===== src/smg_pkg.sv =====
// smg_pkg: shared types, codes and constants of the sphere mesh generator
// depends on nothing; imported by smg_ctrl, smg_datapath and the top level
`timescale 1ns / 1ps

package smg_pkg;

    localparam int CFG_IDX_W = 3;
    localparam int CFG_DATA_W = 64;
    localparam int OUT_DATA_W = 248;

    // configuration register indexes
    localparam logic [CFG_IDX_W-1:0] REG_EDGES    = 3'd0;
    localparam logic [CFG_IDX_W-1:0] REG_RADIUS   = 3'd1;
    localparam logic [CFG_IDX_W-1:0] REG_CENTER_X = 3'd2;
    localparam logic [CFG_IDX_W-1:0] REG_CENTER_Y = 3'd3;
    localparam logic [CFG_IDX_W-1:0] REG_CENTER_Z = 3'd4;
    localparam logic [CFG_IDX_W-1:0] REG_COLOR    = 3'd5;

    // datapath operations, one multiply each except OP_NONE
    localparam logic [3:0] OP_NONE = 4'd0;
    localparam logic [3:0] OP_SQ   = 4'd1;
    localparam logic [3:0] OP_HORN = 4'd2;
    localparam logic [3:0] OP_FIN  = 4'd3;
    localparam logic [3:0] OP_NX   = 4'd4;
    localparam logic [3:0] OP_NY   = 4'd5;
    localparam logic [3:0] OP_PX   = 4'd6;
    localparam logic [3:0] OP_PY   = 4'd7;
    localparam logic [3:0] OP_PZ   = 4'd8;

    // result record slots of one tick
    localparam logic [1:0] SLOT_VERT = 2'd0;
    localparam logic [1:0] SLOT_TRI0 = 2'd1;
    localparam logic [1:0] SLOT_TRI1 = 2'd2;

    // sine series coefficients, Q30
    localparam logic [31:0] C1 = 32'd1686629713;
    localparam logic [31:0] C3 = 32'd693598668;
    localparam logic [31:0] C5 = 32'd85569306;
    localparam logic [31:0] C7 = 32'd5026991;
    localparam logic [31:0] C9 = 32'd172272;

    typedef struct packed {
        logic       rewind;
        logic       div_step;
        logic [3:0] op;
        logic [1:0] sin_sel;
        logic [1:0] horn_idx;
        logic       rec_load;
        logic [1:0] rec_slot;
        logic       rec_last;
        logic       advance;
    } cmd_t;

    typedef struct packed {
        logic finished;
        logic add;
        logic has_tri;
        logic two_tri;
    } status_t;

    function automatic logic [31:0] horner_coef(input logic [1:0] idx);
        logic [31:0] c;
        case (idx)
            2'd0:    c = C7;
            2'd1:    c = C5;
            2'd2:    c = C3;
            default: c = C1;
        endcase
        return c;
    endfunction

endpackage


===== src/smg_ctrl.sv =====
// smg_ctrl: sequencer of the sphere mesh generator
// depends on smg_pkg; drives smg_datapath through cmd_t, reads status_t
`timescale 1ns / 1ps

module smg_ctrl
    import smg_pkg::*;
(
    input  logic    clk,
    input  logic    rst_n,
    input  logic    s_axis_tvalid,
    output logic    s_axis_tready,
    input  logic    restart,
    output logic    m_axis_tvalid,
    input  logic    m_axis_tready,
    input  status_t status,
    output cmd_t    cmd
);

    localparam logic [2:0] S_IDLE   = 3'd0;
    localparam logic [2:0] S_DIVIDE = 3'd1;
    localparam logic [2:0] S_SIN    = 3'd2;
    localparam logic [2:0] S_NORM   = 3'd3;
    localparam logic [2:0] S_POS    = 3'd4;
    localparam logic [2:0] S_EMIT   = 3'd5;

    logic [2:0] state_reg, state_next;
    logic [3:0] cnt_reg, cnt_next;
    logic [1:0] sel_reg, sel_next;
    logic [1:0] slot_reg, slot_next;
    logic       out_valid_reg, out_valid_next;
    logic       can_load;
    logic       last_c;

    assign s_axis_tready = (state_reg == S_IDLE);
    assign m_axis_tvalid = out_valid_reg;
    assign can_load = !out_valid_reg || m_axis_tready;

    always_comb
    begin
        case (slot_reg)
            SLOT_VERT: last_c = !status.has_tri;
            SLOT_TRI0: last_c = !status.two_tri;
            default:   last_c = 1'b1;
        endcase
    end

    always_comb
    begin
        state_next = state_reg;
        cnt_next = cnt_reg;
        sel_next = sel_reg;
        slot_next = slot_reg;
        cmd = '0;
        cmd.op = OP_NONE;
        cmd.sin_sel = sel_reg;
        cmd.horn_idx = 2'(cnt_reg - 4'd1);
        cmd.rec_slot = slot_reg;
        cmd.rec_last = last_c;
        unique case (state_reg)
            S_IDLE:
            begin
                if (s_axis_tvalid)
                begin
                    if (restart)
                    begin
                        cmd.rewind = 1'b1;
                        cnt_next = '0;
                        state_next = S_DIVIDE;
                    end
                    else if (!status.finished)
                    begin
                        cnt_next = '0;
                        sel_next = '0;
                        if (status.add)
                        begin
                            slot_next = SLOT_VERT;
                            state_next = S_SIN;
                        end
                        else
                        begin
                            slot_next = SLOT_TRI0;
                            state_next = S_EMIT;
                        end
                    end
                end
            end
            S_DIVIDE:
            begin
                cmd.div_step = 1'b1;
                cnt_next = cnt_reg + 4'd1;
                if (cnt_reg == 4'd15)
                begin
                    state_next = S_IDLE;
                end
            end
            S_SIN:
            begin
                if (cnt_reg == 4'd0)
                    cmd.op = OP_SQ;
                else if (cnt_reg == 4'd5)
                    cmd.op = OP_FIN;
                else
                    cmd.op = OP_HORN;
                cnt_next = cnt_reg + 4'd1;
                if (cnt_reg == 4'd5)
                begin
                    cnt_next = '0;
                    sel_next = sel_reg + 2'd1;
                    if (sel_reg == 2'd3)
                        state_next = S_NORM;
                end
            end
            S_NORM:
            begin
                cmd.op = (cnt_reg == 4'd0) ? OP_NX : OP_NY;
                cnt_next = cnt_reg + 4'd1;
                if (cnt_reg == 4'd1)
                begin
                    cnt_next = '0;
                    state_next = S_POS;
                end
            end
            S_POS:
            begin
                if (cnt_reg == 4'd0)
                    cmd.op = OP_PX;
                else if (cnt_reg == 4'd1)
                    cmd.op = OP_PY;
                else
                    cmd.op = OP_PZ;
                cnt_next = cnt_reg + 4'd1;
                if (cnt_reg == 4'd2)
                begin
                    cnt_next = '0;
                    state_next = S_EMIT;
                end
            end
            S_EMIT:
            begin
                if (can_load)
                begin
                    cmd.rec_load = 1'b1;
                    if (last_c)
                    begin
                        cmd.advance = 1'b1;
                        state_next = S_IDLE;
                    end
                    else
                    begin
                        slot_next = slot_reg + 2'd1;
                    end
                end
            end
            default:
            begin
                state_next = S_IDLE;
            end
        endcase
    end

    assign out_valid_next = cmd.rec_load || (out_valid_reg && !m_axis_tready);

    always_ff @(posedge clk or negedge rst_n)
    begin
        if (!rst_n)
        begin
            state_reg <= S_IDLE;
            cnt_reg <= '0;
            sel_reg <= '0;
            slot_reg <= SLOT_VERT;
            out_valid_reg <= 1'b0;
        end
        else
        begin
            state_reg <= state_next;
            cnt_reg <= cnt_next;
            sel_reg <= sel_next;
            slot_reg <= slot_next;
            out_valid_reg <= out_valid_next;
        end
    end

endmodule


===== src/smg_datapath.sv =====
// smg_datapath: grid counters, shared multiplier, sine series, step divider, records
// depends on smg_pkg; sequenced by smg_ctrl
`timescale 1ns / 1ps

module smg_datapath
    import smg_pkg::*;
#(
    parameter int MAX_EDGES = 64
)
(
    input  logic                  clk,
    input  logic                  rst_n,
    input  logic                  cfg_we,
    input  logic [CFG_IDX_W-1:0]  cfg_index,
    input  logic [CFG_DATA_W-1:0] cfg_wdata,
    input  cmd_t                  cmd,
    output status_t               status,
    output logic [OUT_DATA_W-1:0] m_axis_tdata,
    output logic [0:0]            m_axis_tuser,
    output logic                  m_axis_tlast
);

    localparam logic [7:0] MAX_N = 8'(MAX_EDGES);

    // configuration
    logic [6:0]         edges_cfg_reg;
    logic [30:0]        radius_reg;
    logic signed [31:0] cx_reg, cy_reg, cz_reg;
    logic [63:0]        color_reg;

    // grid state
    logic [6:0]  n_reg;
    logic [15:0] step_reg;
    logic [6:0]  rem_reg;
    logic [6:0]  layer_reg;
    logic [7:0]  around_reg;
    logic [12:0] vert_reg;
    logic        fin_reg;
    logic [15:0] th_reg, ph_reg;

    // arithmetic
    logic [15:0]        t_reg, t2_reg;
    logic [31:0]        p_reg;
    logic               neg_reg;
    logic signed [15:0] sin_reg [4];
    logic signed [15:0] nx_reg, ny_reg;
    logic signed [31:0] px_reg, py_reg, pz_reg;

    // output record
    logic [OUT_DATA_W-1:0] data_reg;
    logic                  kind_reg;
    logic                  last_reg;

    logic [6:0]  n_clamp;
    logic [7:0]  div_r;
    logic        div_ge;
    logic [7:0]  d;
    logic [12:0] d13;
    logic        l0, l1, ln, add;
    logic [12:0] last_v, over, back, overback;
    logic [12:0] ta0, tb0, tc0;
    logic [7:0]  around_inc;

    logic [15:0]        phase;
    logic [14:0]        a15;
    logic [15:0]        t_comb;
    logic signed [16:0] mul_a;
    logic signed [31:0] mul_b;
    logic signed [48:0] prod;
    logic signed [48:0] prod_r14;
    logic [48:0]        prod_r29;
    logic [15:0]        s_mag;
    logic signed [31:0] center_sel;
    logic signed [31:0] pos_val;

    function automatic logic signed [31:0] sat32(input logic signed [34:0] v);
        logic signed [31:0] r;
        if (v > 35'sd2147483647)
            r = 32'sh7FFFFFFF;
        else if (v < -35'sd2147483648)
            r = 32'sh80000000;
        else
            r = v[31:0];
        return r;
    endfunction

    assign n_clamp = ({1'b0, edges_cfg_reg} < 8'd2) ? 7'd2 :
                     ({1'b0, edges_cfg_reg} > MAX_N) ? MAX_N[6:0] : edges_cfg_reg;

    // restoring divider, one quotient bit a cycle, quotient shifts into step_reg
    assign div_r  = {rem_reg, step_reg[15]};
    assign div_ge = (div_r >= {1'b0, n_reg});

    // grid decode
    assign d   = {n_reg, 1'b0};
    assign d13 = {5'd0, d};
    assign l0  = (layer_reg == 7'd0);
    assign l1  = (layer_reg == 7'd1);
    assign ln  = (layer_reg == n_reg);
    assign add = !(ln && (around_reg != 8'd0));

    assign status.finished = fin_reg;
    assign status.add      = add;
    assign status.has_tri  = !l0;
    assign status.two_tri  = !l0 && !l1 && !ln;

    assign last_v   = add ? vert_reg : vert_reg - 13'd1;
    assign over     = add ? last_v - d13 : last_v - d13 + {5'd0, around_reg};
    assign back     = (around_reg != 8'd0) ? last_v - 13'd1 : last_v + d13 - 13'd1;
    assign overback = (around_reg != 8'd0) ? over - 13'd1 : over + d13 - 13'd1;

    always_comb
    begin
        if (l1)
        begin
            ta0 = back;
            tb0 = last_v;
            tc0 = 13'd0;
        end
        else if (ln)
        begin
            ta0 = overback;
            tb0 = last_v;
            tc0 = over;
        end
        else
        begin
            ta0 = back;
            tb0 = last_v;
            tc0 = over;
        end
    end

    assign around_inc = around_reg + 8'd1;

    // quarter-wave folding of the selected phase, cosine is sine shifted a quarter
    assign phase  = (cmd.sin_sel[1] ? ph_reg : th_reg) + (cmd.sin_sel[0] ? 16'h4000 : 16'h0000);
    assign a15    = phase[14] ? (15'd16384 - {1'b0, phase[13:0]}) : {1'b0, phase[13:0]};
    assign t_comb = {a15, 1'b0};

    always_comb
    begin
        mul_a = '0;
        mul_b = '0;
        center_sel = cx_reg;
        unique case (cmd.op)
            OP_SQ:
            begin
                mul_a = {1'b0, t_comb};
                mul_b = {16'd0, t_comb};
            end
            OP_HORN:
            begin
                mul_a = {1'b0, t2_reg};
                mul_b = p_reg;
            end
            OP_FIN:
            begin
                mul_a = {1'b0, t_reg};
                mul_b = p_reg;
            end
            OP_NX:
            begin
                mul_a = 17'(sin_reg[0]);
                mul_b = 32'(sin_reg[3]);
            end
            OP_NY:
            begin
                mul_a = 17'(sin_reg[0]);
                mul_b = 32'(sin_reg[2]);
            end
            OP_PX:
            begin
                mul_a = 17'(nx_reg);
                mul_b = {1'b0, radius_reg};
                center_sel = cx_reg;
            end
            OP_PY:
            begin
                mul_a = 17'(ny_reg);
                mul_b = {1'b0, radius_reg};
                center_sel = cy_reg;
            end
            OP_PZ:
            begin
                mul_a = 17'(sin_reg[1]);
                mul_b = {1'b0, radius_reg};
                center_sel = cz_reg;
            end
            default:
            begin
                mul_a = '0;
                mul_b = '0;
            end
        endcase
    end

    assign prod     = mul_a * mul_b;
    assign prod_r14 = prod + 49'sd16384;
    assign prod_r29 = prod + 49'sd536870912;
    assign s_mag    = (prod_r29[48:30] > 19'd32767) ? 16'd32767 : {1'b0, prod_r29[44:30]};
    assign pos_val  = sat32(35'($signed(prod_r14[48:15])) + 35'(center_sel));

    always_ff @(posedge clk or negedge rst_n)
    begin
        if (!rst_n)
        begin
            edges_cfg_reg <= 7'd8;
            radius_reg <= 31'd65536;
            cx_reg <= '0;
            cy_reg <= '0;
            cz_reg <= '0;
            color_reg <= '0;
            n_reg <= 7'd8;
            step_reg <= 16'd4096;
            rem_reg <= '0;
            layer_reg <= '0;
            around_reg <= '0;
            vert_reg <= '0;
            fin_reg <= 1'b0;
            th_reg <= '0;
            ph_reg <= '0;
        end
        else
        begin
            if (cfg_we)
            begin
                unique case (cfg_index)
                    REG_EDGES:    edges_cfg_reg <= cfg_wdata[6:0];
                    REG_RADIUS:   radius_reg <= cfg_wdata[30:0];
                    REG_CENTER_X: cx_reg <= cfg_wdata[31:0];
                    REG_CENTER_Y: cy_reg <= cfg_wdata[31:0];
                    REG_CENTER_Z: cz_reg <= cfg_wdata[31:0];
                    REG_COLOR:    color_reg <= cfg_wdata;
                    default:      ;
                endcase
            end
            if (cmd.rewind)
            begin
                n_reg <= n_clamp;
                step_reg <= 16'h8000 + {10'd0, n_clamp[6:1]};
                rem_reg <= '0;
                layer_reg <= '0;
                around_reg <= '0;
                vert_reg <= '0;
                fin_reg <= 1'b0;
                th_reg <= '0;
                ph_reg <= '0;
            end
            else if (cmd.div_step)
            begin
                rem_reg <= div_ge ? 7'(div_r - {1'b0, n_reg}) : div_r[6:0];
                step_reg <= {step_reg[14:0], div_ge};
            end
            else if (cmd.advance)
            begin
                if (add)
                    vert_reg <= vert_reg + 13'd1;
                if (l0)
                begin
                    layer_reg <= 7'd1;
                    around_reg <= '0;
                    th_reg <= step_reg;
                    ph_reg <= '0;
                end
                else if (around_inc >= d)
                begin
                    around_reg <= '0;
                    ph_reg <= '0;
                    if (layer_reg >= n_reg)
                        fin_reg <= 1'b1;
                    else
                    begin
                        layer_reg <= layer_reg + 7'd1;
                        th_reg <= th_reg + step_reg;
                    end
                end
                else
                begin
                    around_reg <= around_inc;
                    ph_reg <= ph_reg + step_reg;
                end
            end
        end
    end

    // arithmetic registers, no reset needed
    always_ff @(posedge clk)
    begin
        case (cmd.op)
            OP_SQ:
            begin
                t_reg <= t_comb;
                t2_reg <= prod_r14[30:15];
                p_reg <= C9;
                neg_reg <= phase[15];
            end
            OP_HORN:
            begin
                p_reg <= horner_coef(cmd.horn_idx) - prod[46:15];
            end
            OP_FIN:
            begin
                sin_reg[cmd.sin_sel] <= neg_reg ? -$signed(s_mag) : $signed(s_mag);
            end
            OP_NX: nx_reg <= prod_r14[30:15];
            OP_NY: ny_reg <= prod_r14[30:15];
            OP_PX: px_reg <= pos_val;
            OP_PY: py_reg <= pos_val;
            OP_PZ: pz_reg <= pos_val;
            default: ;
        endcase
        if (cmd.rec_load)
        begin
            last_reg <= cmd.rec_last;
            if (cmd.rec_slot == SLOT_VERT)
            begin
                kind_reg <= 1'b0;
                data_reg <= {40'd0, color_reg, sin_reg[1], ny_reg, nx_reg,
                             pz_reg, py_reg, px_reg};
            end
            else if (cmd.rec_slot == SLOT_TRI0)
            begin
                kind_reg <= 1'b1;
                data_reg <= {1'b0, tc0, tb0, ta0, 208'd0};
            end
            else
            begin
                kind_reg <= 1'b1;
                data_reg <= {1'b0, overback, over, back, 208'd0};
            end
        end
    end

    assign m_axis_tdata = data_reg;
    assign m_axis_tuser = kind_reg;
    assign m_axis_tlast = last_reg;

endmodule


===== src/sphere_mesh_generator.sv =====
// sphere_mesh_generator: top level of the streaming uv sphere tessellator
// depends on smg_pkg, smg_ctrl and smg_datapath
`timescale 1ns / 1ps

// Streaming latitude-longitude sphere mesh generator. Each request with
// restart clear visits one grid point and returns a vertex record (when the
// point adds a vertex) followed by up to two triangle records; tlast marks
// the final record of the request. A restart request returns nothing, latches
// the edge count and computes the phase step in a bit-serial divider; the
// block takes no request meanwhile. A point that adds a vertex is accepted,
// then runs the sine series (four sines, six steps each through the one
// shared 17x32 multiplier), the normal products and the scaled positions,
// and then emits its records. Points that add no vertex go straight to
// their triangle records. Requests after the south pole return nothing until
// restart. Results wait in an output register.
module sphere_mesh_generator
    import smg_pkg::*;
#(
    parameter int MAX_EDGES = 64
)
(
    input  logic                  clk,
    input  logic                  rst_n,
    // config write port
    input  logic                  cfg_we,
    input  logic [CFG_IDX_W-1:0]  cfg_index,
    input  logic [CFG_DATA_W-1:0] cfg_wdata,
    // input stream
    input  logic                  s_axis_tvalid,
    output logic                  s_axis_tready,
    input  logic [7:0]            s_axis_tdata,  // restart, zero pad
    // output stream
    output logic                  m_axis_tvalid,
    input  logic                  m_axis_tready,
    // pos_x, pos_y, pos_z, normal_x, normal_y, normal_z, vertex_color,
    // corner_a, corner_b, corner_c, zero pad
    output logic [OUT_DATA_W-1:0] m_axis_tdata,
    output logic [0:0]            m_axis_tuser,  // kind
    output logic                  m_axis_tlast
);

    cmd_t    cmd;     // sequencer commands
    status_t status;  // grid state seen by the sequencer

    smg_ctrl u_ctrl
    (
        .clk           (clk),
        .rst_n         (rst_n),
        .s_axis_tvalid (s_axis_tvalid),
        .s_axis_tready (s_axis_tready),
        .restart       (s_axis_tdata[0]),
        .m_axis_tvalid (m_axis_tvalid),
        .m_axis_tready (m_axis_tready),
        .status        (status),
        .cmd           (cmd)
    );

    smg_datapath #(
        .MAX_EDGES (MAX_EDGES)
    ) u_datapath
    (
        .clk          (clk),
        .rst_n        (rst_n),
        .cfg_we       (cfg_we),
        .cfg_index    (cfg_index),
        .cfg_wdata    (cfg_wdata),
        .cmd          (cmd),
        .status       (status),
        .m_axis_tdata (m_axis_tdata),
        .m_axis_tuser (m_axis_tuser),
        .m_axis_tlast (m_axis_tlast)
    );

`ifndef NO_ASSERTIONS
    // a record never overwrites one still waiting
    assert property (@(posedge clk) disable iff (!rst_n)
        cmd.rec_load |-> (!m_axis_tvalid || m_axis_tready))
        else $error("record overwrites pending result");

    // grid advances only with the final record of a request
    assert property (@(posedge clk) disable iff (!rst_n)
        cmd.advance |-> (cmd.rec_load && cmd.rec_last))
        else $error("advance without final record");

    // no arithmetic or record while a request may enter
    assert property (@(posedge clk) disable iff (!rst_n)
        s_axis_tready |-> (cmd.op == OP_NONE && !cmd.rec_load && !cmd.div_step))
        else $error("busy work while ready");
`endif

endmodule


===== config.mk =====
export PLATFORM = sky130hd
export DESIGN_NAME = sphere_mesh_generator
export DESIGN_NICKNAME = d
export VERILOG_FILES = /design/src/smg_pkg.sv /design/src/smg_ctrl.sv /design/src/smg_datapath.sv /design/src/sphere_mesh_generator.sv
export SDC_FILE = /design/constraint.sdc
export NUM_CORES = 2
export LEC_CHECK = 0
export BUFFER_PORTS_ARGS = -buffer_cell sky130_fd_sc_hd__buf_2
export CAP_MARGIN = 10
export CORE_MARGIN = 10
export CORE_UTILIZATION = 50
export CTS_BUF_LIST = sky130_fd_sc_hd__clkbuf_4 sky130_fd_sc_hd__clkbuf_8 sky130_fd_sc_hd__clkbuf_16
export DETAILED_ROUTE_END_ITERATION = 6
export PLACE_DENSITY = 0.75
export SYNTH_ARGS = -nofsm -noshare
export SYNTH_HDL_FRONTEND = slang
export SYNTH_HIERARCHICAL = 1
export SYNTH_SLANG_ARGS = --single-unit

===== constraint.sdc =====
create_clock -name clk -period 14.55 [get_ports clk]
set_input_delay 2.91 -clock clk [delete_from_list [all_inputs] [get_ports clk]]
set_output_delay 2.91 -clock clk [all_outputs]
set_load 0.005 [all_outputs]

* Word-level counts from Yosys, hierarchy flattened
Memories as Yosys holds them, arrays and structs flattened.
Index checks and enable logic that the tools add are counted.
** Word-level totals
- Output and inout bits :: 252
- Flip-flop bits (word level) :: 742
- RAM bits :: 64
- Memories :: 1
- Logic and storage cells :: 270
** Memory list
- u_datapath.sin_reg :: depth 4, width 16, rd ports 4, clocked after memory_dff 0, wr ports 1, RTL line smg_datapath.sv:45 : logic signed [15:0] sin_reg [4];
** Cells by class
- Eq/ne operators :: 44
- Mux-type cells :: 111
- Add/sub/neg operators :: 27
- Reductions and logical operators :: 45
- Magnitude comparators :: 8
- Multiply operators :: 1
** Operators with widths (number)
- $mux W247 :: 1
- $mux W16 :: 15
- $mux W208 :: 1
- $pmux W32 S5 :: 1
- $mux W13 :: 11
- $pmux W32 S2 :: 2
- $pmux W17 S7 :: 1
- $mux W32 :: 3
- $pmux W31 S3 :: 1
- $mux W7 :: 11
- $sub A13 B1 Y13 const B :: 5
- $add A49 B16 Y49 const B :: 1
- $add A49 B31 Y49 const B :: 1
- $mul A17 B32 Y49 :: 1
- $add A16 B16 Y16 :: 3
- $mux W15 :: 3
- $mux W8 :: 5
- $add A13 B8 Y13 :: 3
- $mux W4 :: 9
- $add A34 B32 Y35 :: 1
- $gt A35 B32 Y1 const B :: 1
- $lt A35 B32 Y1 const B :: 1
- $mux W3 :: 11
- $sub A32 B32 Y32 :: 1
- 58 further kinds :: 143

* Logic depth before layout (Yosys ltp)
- Depth in word-level cells :: 13
- Mapped depth :: 58
- Mapped depth without buffers :: 52

* Hierarchy
Netlist, hierarchy kept.
** By module, submodules not included
- smg_datapath :: instances 1, area each 59051.6 um^2, sequential area each 22401.5 um^2, cells each 5553
- smg_ctrl :: instances 1, area each 1108.6 um^2, sequential area each 300.3 um^2, cells each 132

* Least setup slack after synthesis
OpenSTA, ideal clock, no wires.
- Path kind :: input port to flip-flop
- Start point :: input m_axis_tready
- End point :: register u_datapath.data_reg[0] (netlist: u_datapath/m_axis_tdata[0]), enable pin
- Path slack :: 386 ps
- Arrival :: 13301 ps
- Setup time :: 863 ps
- Stages :: 2
- Required time :: 13687 ps
- Cell sequence :: nor2b_1 nor2_1
** RTL lines
- from (decl) :: RTL line sphere_mesh_generator.sv:34 : input logic m_axis_tready,
- to (signal assigned) :: RTL line smg_datapath.sv:319 : data_reg <= {40'd0, color_reg, sin_reg[1], ny_reg, nx_reg,
- to (signal assigned) :: RTL line smg_datapath.sv:325 : data_reg <= {1'b0, tc0, tb0, ta0, 208'd0};
- to (signal assigned) :: RTL line smg_datapath.sv:330 : data_reg <= {1'b0, overback, over, back, 208'd0};
- to (decl) :: RTL line smg_datapath.sv:50 : logic [OUT_DATA_W-1:0] data_reg;

==> run summary <==
- finished, violations left — outcome
- design-rule violations — violated checks
- 14.36 ns — arrival time reported for the critical path endpoint
- 0.06 ns — clock transition at the register clock pins on the worst setup and hold paths after CTS
- 45000 — number of global-route vias before repair
- 37.7% — portion of the post-synthesis area used by sequential elements
- 0 ns — setup TNS
- 67700 um^2 — cell area after layout
- 135000 um^2 — Die Outline Area
- 0 — antenna diode instance count
- sky130_fd_sc_hd__clkbuf_16 — clk root buf
- 25.2% — top cell type's share of synthesized area
- sky130_fd_sc_hd__nor2_2 — slowest library cell on the worst path
- 3 — level count of the clock H-tree
- 127 — number of core rows
- 12.5% — layout overhead on the synthesized area
- 14.98 ns — required time of the critical path
- 150 — pin count of the biggest net entering global routing
- 3 — worst-case clock buffer depth
- sky130_fd_sc_hd__edfxtp_1 — cell type with the largest total area after synthesis
- 0 — Routed Antenna Nets
- 22.3 um — Wirelength per Cell
- 0 — Max Cap Violations
- 7 — number of iterations in the first detailed-routing pass
- 25.2% — Total GRT Usage
- 0.0586 ns — Max Clock Skew
- 0 — hold-fix buffers at CTS
- 332 — top-level I/O count
- 806 — post-synthesis sequential element count
- 37.3% — Post-synth ARST share
- u_ctrl/cnt_reg[0]$_DFFE_PN0P_ — startpoint of the most critical register-to-register path
- 0.71 ns — insertion delay of the later-clocked pin in the worst-skew pair
- 16.2% — share of cells above drive strength 1
- 505 — number of enable flip-flop cells after synthesis
- register — Worst setup SP type
- 4242 — number of DRC markers in iteration 0
- 247 — flip-flop count of the largest register, all copies and words added
- 95.7% — final worst path period share
- 172000 um — routed wire length
- u_ctrl/cnt_reg[0]$_DFFE_PN0P_ — startpoint of the worst setup timing path
- 24 — critical path fanouts, max
- 0.994 — weighted congestion at the end of routability-driven global placement
- 13.92 ns — final critical-path required period
- 44500 — Via Count
- 135000 um — estimated wirelength of the detail-placed design
- 0 — endpoints failing hold
- 84 — TritonCTS Buffers
- 107 — number of library cell types mapped by synthesis
- 0.493 ns — worst slack on hold paths
- 0 — Pins Over Slew Limit
- sky130_fd_sc_hd__edfxtp_1 — Top FF cell, synth
- 6602 — post-synthesis net count
- 5685 — number of cells produced by synthesis
- 6972 — post-layout net count
- 5.75 — routed via count divided by cell count
- reg2reg — class of the most critical setup path
- 9900 — count of fill cells added during filler insertion
- 30 — remaining routing DRC violations
- 323 — I/O Buffers
- 71.8 MHz — Max Clock Freq
- register — crit path capture type
- 1.19 ns — transition at the pin with the smallest max-transition slack
- 267000 um — wire length of the first global-routing pass
- 60200 um^2 — summed instance area of the synthesized netlist
- reg2reg — worst hold path type
- 20.1% — Rel. slew slack
- 64600 um^2 — area after detailed placement
- 10.6 um^2 — Avg Inst Size Synth
- 806 — clock tree sinks
- 7 — initial antenna violation count
- 6 — Warnings, synthesis
- built — TritonCTS clock tree
- 367 um — Die Span X
- 0 — Congestion Overflow GR
- sky130_fd_sc_hd__edfxtp_1, sky130_fd_sc_hd__fa_1, sky130_fd_sc_hd__dfrtp_1, sky130_fd_sc_hd__ha_1, sky130_fd_sc_hd__inv_1 — ranking of synthesized cells by area
- 367 um — Die Y
- u_datapath/pz_reg[14]$_DFFE_PN_ — Hold Path Origin
- 50.3% — initial cell density of the core
- no — unrepaired setup endpoints after global routing
- 120000 um^2 — area inside the core boundary
- 0.62 ns — worst stage delay on the critical path
- sky130_fd_sc_hd__fa_1 — most used cell along the critical path
- 0 — Final setup viols
==> placed cells by master (no fill, tap or decap), drive strengths merged, types with 15 or more instances in the layout <==
cell type	n
a211oi	42
a21boi	15
a21o	90
a21oi	204
a221o	16
a221oi	21
a22o	18
a22oi	70
and2	260
and3	35
buf	537
clkbuf	113
clkinv	31
dfrtp	297
edfxtp	505
fa	530
ha	307
inv	648
mux2	213
mux2i	61
nand2	534
nand2b	50
nand3	66
nand4	34
nor2	481
nor2b	35
nor3	74
nor4	23
o211ai	18
o21a	20
o21ai	206
o21bai	31
o22ai	24
o31ai	18
or3	26
xnor2	179
xor2	82
==> synthesized netlist by cell type (21+ instances only) <==
cell and number:
sky130_fd_sc_hd__a211oi_1 39, sky130_fd_sc_hd__a21o_1 90, sky130_fd_sc_hd__a21oi_1 201, sky130_fd_sc_hd__a221oi_1 21
sky130_fd_sc_hd__a22oi_1 70, sky130_fd_sc_hd__and2_1 259, sky130_fd_sc_hd__and3_1 35, sky130_fd_sc_hd__clkbuf_1 214
sky130_fd_sc_hd__dfrtp_1 297, sky130_fd_sc_hd__edfxtp_1 505, sky130_fd_sc_hd__fa_1 530, sky130_fd_sc_hd__ha_1 307
sky130_fd_sc_hd__inv_1 637, sky130_fd_sc_hd__mux2_2 211, sky130_fd_sc_hd__mux2i_1 61, sky130_fd_sc_hd__nand2_1 534
sky130_fd_sc_hd__nand2b_1 50, sky130_fd_sc_hd__nand3_1 66, sky130_fd_sc_hd__nand4_1 34, sky130_fd_sc_hd__nor2_1 480
sky130_fd_sc_hd__nor2b_1 35, sky130_fd_sc_hd__nor3_1 70, sky130_fd_sc_hd__o21ai_0 200, sky130_fd_sc_hd__o21bai_1 31
sky130_fd_sc_hd__o22ai_1 24, sky130_fd_sc_hd__or3_1 25, sky130_fd_sc_hd__xnor2_1 178, sky130_fd_sc_hd__xor2_1 80
==> critical path, delay by kind of cell, from the launching register on <==
| family | cells | cell delay (ns) |
|---|---|---|
| compound gates | 18 | 4.63 |
| xor+xnor | 2 | 0.37 |
| fa+ha+maj | 10 | 4.38 |
| buf+inv | 9 | 1.60 |
| flops | 1 | 0.42 |
| simple gates | 8 | 2.23 |
==> cell type report <==
| cell class | instances | area [um^2] | area share, % |
|---|---|---|---|
| Tap cell | 1612 | 2020 | 2.98 |
| Sequential cell | 806 | 22700 | 33.5 |
| Timing Repair Buffer | 537 | 3300 | 4.88 |
| Clock inverter | 44 | 576 | 0.850 |
| Inverter | 646 | 2420 | 3.58 |
| Clock buffer | 113 | 2410 | 3.56 |
| Multi-Input combinational cell | 3980 | 34200 | 50.6 |
==> path summary, 6_finish.rpt <==
path                                                        endpoint  slack [ns]  cells past startpoint
max                                  u_datapath/px_reg[13]$_DFFE_PN_        0.63                     47
min                        u_datapath/m_axis_tdata[78]$_SDFFCE_PP0P_        0.49                      1
max reg2reg                          u_datapath/px_reg[13]$_DFFE_PN_        0.63                     47
min reg2reg                u_datapath/m_axis_tdata[78]$_SDFFCE_PP0P_        0.49                      1
max in group asynchronous          u_datapath/cz_reg[29]$_DFFE_PN0P_       10.01                      3
min in group asynchronous        u_datapath/vert_reg[11]$_DFFE_PN0P_        2.20                      1
==> cell families after synthesis <==
group	synth area share [%]
other	0.00623
buffers and inverters	5.70
XOR/XNOR	3.86
adder cells (fa/ha/maj)	24.0
multiplexers	5.05
AO/OA/AOI/OAI	10.1
flip-flops	37.7
AND/OR/NAND/NOR	13.6
==> timing repair <==
item	in CTS	in global routing
resized for setup	0	26
setup endpoints to repair	0	93
buffers inserted	0	2
==> layer usage <==
metal  track usage (%)  up-vias  wire [um]
li1                  -    20000          -
met1              32.2    22100      67000
met2              40.8     2036      81000
met3              6.98      390      17700
met4              9.35        6       6550
met5                 0        -         35
==> per-stage QoR <==
| step | setup slack (ns) | cells | util [%] |
|---|---|---|---|
| 4_1_cts | 0.392 | 7736 | 56.5 |
| 2_1_floorplan | 0.386 | 5685 | - |
| 3_3_place_gp | 0.701 | 7579 | 54.0 |
| 3_5_place_dp | 0.578 | 7579 | 54.0 |
| 6_report | 0.627 | 7738 | 56.6 |
| 5_1_grt | 0.00811 | 7738 | 56.6 |
Power is left out: the tool's default activity adds up to more than one toggle a clock period on the data nets, which glitch-free logic cannot reach.
